`src/hw/rtl/pugp_pkg.sv`:
```
`timescale 1ns / 1ps
// ----------------------------------------------------------------------------
// Piecewise uniform grid point package
// Command and status codes, datapath widths and the segment table entry.
// ----------------------------------------------------------------------------
package pugp_pkg;

    localparam int DATA_W     = 64;
    localparam int INDEX_W    = 32;
    localparam int DIVIDEND_W = DATA_W + INDEX_W;

    localparam logic [1:0] CMD_CLEAR  = 2'd0;
    localparam logic [1:0] CMD_APPEND = 2'd1;
    localparam logic [1:0] CMD_QUERY  = 2'd2;

    localparam logic [1:0] STATUS_OK        = 2'd0;
    localparam logic [1:0] STATUS_FULL      = 2'd1;
    localparam logic [1:0] STATUS_ZERO_STEP = 2'd2;

    localparam logic [DATA_W-1:0] VALUE_PAST_END = 64'h7FFF_FFFF_FFFF_FFFF;

    // One stored segment: ordered left bound, width and rounded step count.
    typedef struct packed {
        logic [DATA_W-1:0] left;
        logic [DATA_W-1:0] width;
        logic [DATA_W-1:0] steps;
    } seg_entry_t;

endpackage

```
`src/hw/rtl/pugp_div.sv`:
```
`timescale 1ns / 1ps
// ----------------------------------------------------------------------------
// Piecewise uniform grid point divider
// Restoring divider, one quotient bit per cycle, result rounded half up.
// ----------------------------------------------------------------------------
module pugp_div
(
    input  logic                                clk,
    input  logic                                rst_n,
    input  logic                                start,
    input  logic [pugp_pkg::DIVIDEND_W-1:0]     dividend,
    input  logic [pugp_pkg::DATA_W-1:0]         divisor,
    output logic                                done,
    output logic [pugp_pkg::DATA_W-1:0]         quotient
);

    localparam int DW  = pugp_pkg::DATA_W;
    localparam int NW  = pugp_pkg::DIVIDEND_W;
    localparam int CW  = $clog2(NW);

    logic          run_reg, run_next;
    logic          fin_reg, fin_next;
    logic          done_reg, done_next;
    logic [CW-1:0] cnt_reg, cnt_next;
    logic [NW-1:0] num_reg, num_next;
    logic [DW-1:0] rem_reg, rem_next;
    logic [DW-1:0] quo_reg, quo_next;
    logic [DW-1:0] dsr_reg, dsr_next;
    logic [DW-1:0] res_reg, res_next;
    logic [DW:0]   rem_ext;
    logic [DW:0]   rem_sub;
    logic          take;

    assign rem_ext = {rem_reg, num_reg[NW-1]};
    assign rem_sub = rem_ext - {1'b0, dsr_reg};
    assign take    = rem_ext >= {1'b0, dsr_reg};

    always_comb
    begin
        run_next  = run_reg;
        fin_next  = 1'b0;
        done_next = 1'b0;
        cnt_next  = cnt_reg;
        num_next  = num_reg;
        rem_next  = rem_reg;
        quo_next  = quo_reg;
        dsr_next  = dsr_reg;
        res_next  = res_reg;
        if (start)
        begin
            run_next = 1'b1;
            cnt_next = CW'(NW - 1);
            num_next = dividend;
            rem_next = '0;
            quo_next = '0;
            dsr_next = divisor;
        end
        else if (run_reg)
        begin
            num_next = {num_reg[NW-2:0], 1'b0};
            rem_next = take ? rem_sub[DW-1:0] : rem_ext[DW-1:0];
            quo_next = {quo_reg[DW-2:0], take};
            cnt_next = cnt_reg - 1'b1;
            if (cnt_reg == '0)
            begin
                run_next = 1'b0;
                fin_next = 1'b1;
            end
        end
        else if (fin_reg)
        begin
            // Round half up: bump when the remainder is at least half the divisor.
            res_next  = quo_reg + DW'(rem_reg >= (dsr_reg - rem_reg));
            done_next = 1'b1;
        end
    end

    always_ff @(posedge clk or negedge rst_n)
    begin
        if (!rst_n)
        begin
            run_reg  <= 1'b0;
            fin_reg  <= 1'b0;
            done_reg <= 1'b0;
        end
        else
        begin
            run_reg  <= run_next;
            fin_reg  <= fin_next;
            done_reg <= done_next;
        end
    end

    always_ff @(posedge clk)
    begin
        cnt_reg <= cnt_next;
        num_reg <= num_next;
        rem_reg <= rem_next;
        quo_reg <= quo_next;
        dsr_reg <= dsr_next;
        res_reg <= res_next;
    end

    assign done     = done_reg;
    assign quotient = res_reg;

    a_done_after_round : assert property (@(posedge clk) disable iff (!rst_n)
        fin_reg && !start |=> done_reg)
        else $error("divider finished without reporting done");

    a_no_overlap : assert property (@(posedge clk) disable iff (!rst_n)
        run_reg |-> !fin_reg)
        else $error("divider iterating and rounding at once");

    a_done_single : assert property (@(posedge clk) disable iff (!rst_n)
        done_reg |=> !done_reg)
        else $error("divider done held longer than one cycle");

endmodule
```
`config.mk`:
```
export PLATFORM = sky130hd
export DESIGN_NAME = pugp_div
export DESIGN_NICKNAME = d
export VERILOG_FILES = /design/src/hw/rtl/pugp_pkg.sv /design/src/hw/rtl/pugp_div.sv
export SDC_FILE = /design/constraint.sdc
export NUM_CORES = 1
export LEC_CHECK = 0
export CAP_MARGIN = 20
export CORE_ASPECT_RATIO = 0.7
export CORE_MARGIN = 5
export CORE_UTILIZATION = 25
export CTS_CLUSTER_DIAMETER = 120
export DETAILED_ROUTE_END_ITERATION = 12
export DONT_BUFFER_PORTS = 1
export PLACE_DENSITY = 0.45
export SYNTH_ARGS = -nofsm -noshare
export SYNTH_HDL_FRONTEND = slang
export SYNTH_SLANG_ARGS = --single-unit
```
`constraint.sdc`:
```
create_clock -name clk -period 6.4 [get_ports clk]
set_input_delay 0.32 -clock clk [delete_from_list [all_inputs] [get_ports clk]]
set_output_delay 0.32 -clock clk [all_outputs]
set_load 0.05 [all_outputs]
```
# Word-level counts from Yosys, hierarchy flattened
# Index checks and enable logic that the tools add are counted.
[word_totals]
register_bits = 362
inputBits = 163
output_inout_bits = 65
elab_cells = 32
[op_classes]
n_reduce_logical = 3
bitwise = 2
mux = 12
add_sub_neg = 4
order_cmp = 2
[ops]
columns = ["cell", "n"]
rows = [
  ["2-to-1 mux 96 bit", 2],
  ["subtractor 64 bit", 2],
  [">= comparator 65 x 64 -> 1 bit", 1],
  ["adder 64 x 1 -> 64 bit", 1],
  [">= comparator 64 bit", 1],
  ["2-to-1 mux 64 bit", 1],
  ["2-to-1 mux 1 bit", 9],
  ["logical NOT 7 bit", 1],
  ["subtractor 7 x 1 -> 7 bit (second input constant)", 1],
  ["AND reduction 3 bit", 1],
  ["NOT 1 bit", 2],
  ["nonzero test 2 bit", 1],
]

# Depth between registers and ports, before layout
[logic_depth]
word_depth = 4
depth_mapped = 32
mapped_depth_nobuf = 32

# Least setup slack after synthesis
# Ideal clock, no wire load.
[synth_path]
kind = "flip-flop to flip-flop"
startpoint = "reg rem_reg[2]"
endpoint = "reg res_reg[43] (netlist: quotient[43]) (data pin)"
t_arrival_ns = 5.412
path_slack_ns = 0.729
synth_period_minus_slack_ns = 5.671
required_time_ns = 6.141
setup_time_ns = 0.259
path_stages_with_launch = 29
path_buffers = 0
cell_sequence = "dfxtp_1 > inv_1 > ha_1 > o21ai_0 > a211oi_2 > o21ai_1 > o31ai_4 > a21oi_1 > o21ai_0 > a21o_1 > a2111oi_0 > nor3_1 > xnor2_1 > ha_1 > nand4_1 > or2_2 > nor3_1 > nand2_1 > a31oi_1 > a2111oi_0 > o31ai_1 > a31o_2 > ha_1 > and4_1 > nand2b_1 > nor3_1 > and3_1 > nand3_1 > xnor2_1"
[synth_via]
elab_chain_cells = 3
[synth_lines]
columns = ["item", "line_no", "text"]
rows = [
  ["start: declaration", "pugp_div.sv:26", "logic [DW-1:0] rem_reg, rem_next;"],
  ["start signal: assignment", "pugp_div.sv:98", "rem_reg <= rem_next;"],
  ["subtractor 64 bit", "pugp_div.sv:73", "res_next = quo_reg + DW'(rem_reg >= (dsr_reg - rem_reg));"],
  [">= comparator 64 bit (*)", "pugp_div.sv:73", ""],
  ["adder 64 x 1 -> 64 bit (*)", "pugp_div.sv:73", ""],
  ["end signal: assignment", "pugp_div.sv:101", "res_reg <= res_next;"],
  ["end: declaration", "pugp_div.sv:29", "logic [DW-1:0] res_reg, res_next;"],
]
# Mark *: on every way between the ends. The rest lies on a longest branch, timed or not.
# A chain may end at the register's enable or synchronous reset.

# Final worst setup path
[layout_path]
startpoint = "reg dsr_reg[5]"
endpoint = "reg res_reg[41] (netlist: quotient[41]) (data pin)"
[layout_via]
elab_chain_cells = 3
[layout_lines]
columns = ["item", "line_no", "text"]
rows = [
  ["start: declaration", "pugp_div.sv:28", "logic [DW-1:0] dsr_reg, dsr_next;"],
  ["start signal: assignment", "pugp_div.sv:100", "dsr_reg <= dsr_next;"],
  ["subtractor 64 bit", "pugp_div.sv:73", ""],
  [">= comparator 64 bit", "pugp_div.sv:73", ""],
  ["adder 64 x 1 -> 64 bit", "pugp_div.sv:73", ""],
]
# Every way passes these cells.

==> results.yml <==
layout:
  regArea_sq_mm: 0.009509
  drive_gt1_frac: 0.1470
  area_growth_pct: 25.25
  finalNetCount: 3087
  largest_register_ffs: 96
  multi_input_area_sq_mm: 0.01338
  final_area_sq_mm: 0.02955
  fillCellCount: 9725
  fin_util: 0.3149
status:
  status: "completed"
sta:
  clock_skew_ns: 0.02894
  maxSlewViolCount: 0
  relSlewSlack: 0.2488
  hold_viol_final: 0
  setup_viol: 0
  fmax_mhz: 162.0
  worst_slew_pin_slew_ns: 1.127
  min_period_over_period: 0.9646
  fin_crit_ns: 6.173
hold_path:
  hp-class: "in -> reg"
global_routing:
  grt_pass1_wl_microns: 116600
  antenna_found_initial: 9
  grt-ovfl-total: 0
  grt_pass1_vias: 19340
  track_usage: 0.1466
  grt_start_max_net_pins: 165
power_and_ir_drop:
  ir_worst_vdd_uv: 172.8
  power_density_mw_per_mm2: 394.3
  power_leakage_nw: 12.18
clocking:
  clk_latency_ns: 0.58
  clkSinkCount: 362
  cts_root_buf: "clkbuf_16"
  cts_tree: "done"
  max-clock-path-buffers: 3
  cts_buffers: 45
  htree_levels: 2
  clkTransAtPathRegs_ns: 0.06
placement:
  numPortBuffers: 0
  place_congestion: 0.8516
  dpl_cell_area_sq_mm: 0.02590
  dp_hpwl_microns: 55700
logic_synthesis:
  syn_area_per_cell_sq_um: 9.592
  synth.distinct_cells: 86
  synth_warnings: 0
  synth_area_sq_mm: 0.02360
  synth_flop_cell: "edfxtp_1"
  seq_area_frac_synth: 0.4028
  synth_seq_cells: 362
  synthArstFlopShare: 0.008287
  synth_nets: 2821
  synth_edf_count: 224
  synthCells: 2460
route:
  vias: 19570
  dr.pass1.iters: 5
  viasPerCell: 4.879
  wl_microns: 76240
  drtIter0Drc: 1571
  postRouteAntennaNets: 0
  drc: 0
  post_drt_wl_per_cell_microns: 19.00
die:
  core_sq_mm: 0.09386
  die-area_sq_mm: 0.1007
  io_pins: 228
  die_h_microns: 267.0
  die_width_microns: 377.2
  initial_core_util: 0.2514
  rows: 94
critical_path:
  max_stage_delay_ns: 0.58
  required_ns: 6.72
  end_kind: "register"
  path_max_fanout: 5
  critPathKind: "reg -> reg"
  start_kind: "register"
  timing.rr.start: "dsr_reg[5]"
  setup.worst_path.start: "dsr_reg[5]"
  reg2reg_depth: 30
  endpoint: "quotient[41]"
  arrival_ns: 6.49
  timing.rr.end: "quotient[41]"
  critPathSlowestCell: "o41ai_1"
  r2r_slack_ns: 0.23
run:
  max-cap-violations: 0
cell type report:
cell class              instances  area share
diodes                          3   0.0002540
well taps                    1248     0.05284
multi-input cells            1820      0.4528
clock buffers                  55     0.04009
clock inverters                27     0.01224
flip-flops and latches        362      0.3218
repair buffers                328     0.09848
inverters                     169     0.02155
worst min-delay path by stage:
stage | from | end | cells past startpoint
finish | start | rem_reg[45] | 2
floorplan | rst_n | done | 0
global route | start | rem_reg[39] | 2
CTS | start | rem_reg[45] | 2
detailed placement | rst_n | done | 0
global placement | rst_n | done | 0
logic make-up (layout without fill, tap and decap cells):
family                     after synthesis  after routing  share of synthesized area
and+or+nand+nor                        681            681                     0.1397
AOI/OAI and AO/OA                      597            597                     0.1651
DFF                                    362            362                     0.4028
buffers and inverters                  278            579                    0.04555
adders and majority gates              198            198                     0.1056
xor gates and xnor gates               185            185                    0.06867
muxes                                  159            159                    0.07254
other                                    0              3                          0
cells in the final DEF, fill, tap and decap left out, types with 7 or more instances in the layout:
master / instances
dfxtp_1: 134
ha_4: 7
nand4_1: 74
nor3_1: 30
o211ai_1: 8
and2_1: 8
clkbuf_16: 46
o21a_1: 20
o21ai_1: 14
edfxtp_1: 224
a21boi_0: 12
a311oi_1: 30
ha_1: 188
a21oi_1: 170
or3_1: 11
o21bai_1: 20
clkbuf_1: 9
nand3_1: 41
a21o_1: 83
a21oi_2: 7
o21ai_0: 108
nand2_1: 192
nor2b_1: 17
dlygate4sd3_1: 166
nor2_1: 199
xnor2_1: 118
mux2i_1: 63
buf_4: 160
a211oi_1: 19
xor2_1: 67
and3_1: 19
nand2b_1: 30
inv_1: 168
and4_1: 13
bufinv_16: 8
mux2_2: 96
a31oi_1: 16
synth_stat cells (all sizes together) (30+ instances only):
library cell / instances / area (sq um)
edfxtp: 224 / 6726
nor2: 204 / 765.7
ha: 196 / 2452
nand2: 193 / 727.0
a21oi: 178 / 898.4
inv: 169 / 634.4
dfxtp: 135 / 2703
o21ai: 123 / 615.6
xnor2: 118 / 1033
mux2: 96 / 1081
clkbuf: 91 / 342.8
a21o: 83 / 623.1
nand4: 76 / 496.7
xor2: 67 / 586.8
mux2i: 63 / 630.6
nand3: 43 / 215.2
nor3: 33 / 165.2
a311oi: 31 / 271.5
nand2b: 30 / 187.7
critical path, delay by kind of cell, from the launching register on:
kind                       cells  cell delay (ns)
buffers and inverters          3             0.52
xor gates and xnor gates       2             0.28
AOI/OAI and AO/OA             13             2.83
DFF                            1             0.45
and+or+nand+nor                9             1.03
adders and majority gates      3             0.78
routing by layer:
metal | GRT usage | share of wire | vias to the layer above
li1 | - | - | 9514
met1 | 0.2259 | 0.51 | 9468
met2 | 0.2107 | 0.41 | 505
met3 | 0.03039 | 0.062 | 76
met4 | 0.02646 | 0.014 | 10
met5 | 0 | 0.00088 | -
report_power, final:
| group | switching (W) | leakage, nW | internal [W] |
|---|---|---|---|
| Combinational | 0.00343 | 8.06 | 0.00249 |
| Clock | 0.00109 | 0.756 | 0.00165 |
| Sequential | 0.000236 | 3.37 | 0.00276 |
what timing repair did:
| item | 4_1_cts | 5_1_grt |
|---|---|---|
| buffers inserted | 1 | 6 |
| pin swaps | 2 | 11 |
| endpoints found under the setup margin | 60 | 59 |
| gates cloned | 0 | 0 |
| gates resized for setup | 21 | 49 |
| endpoints found under the hold margin | 327 | 0 |
| hold buffers | 167 | 0 |
per-stage QoR:
step	hold slack, ns	total power [W]	setup WS [ns]	TNS (ns)	cells
global route	0.04892	0.01249	-0.01181	-0.01181	4012
global placement	0.02466	0.008513	-0.2068	-5.095	3753
finish	0.08278	0.01165	0.2266	0	4012
floorplan	0.02441	0.006765	0.7290	0	2460
CTS	0.03278	0.01154	0.007063	0	4003
detailed placement	0.02466	0.008548	-0.4099	-14.97	3753
Note: power is estimated with default switching activity, not from simulation.
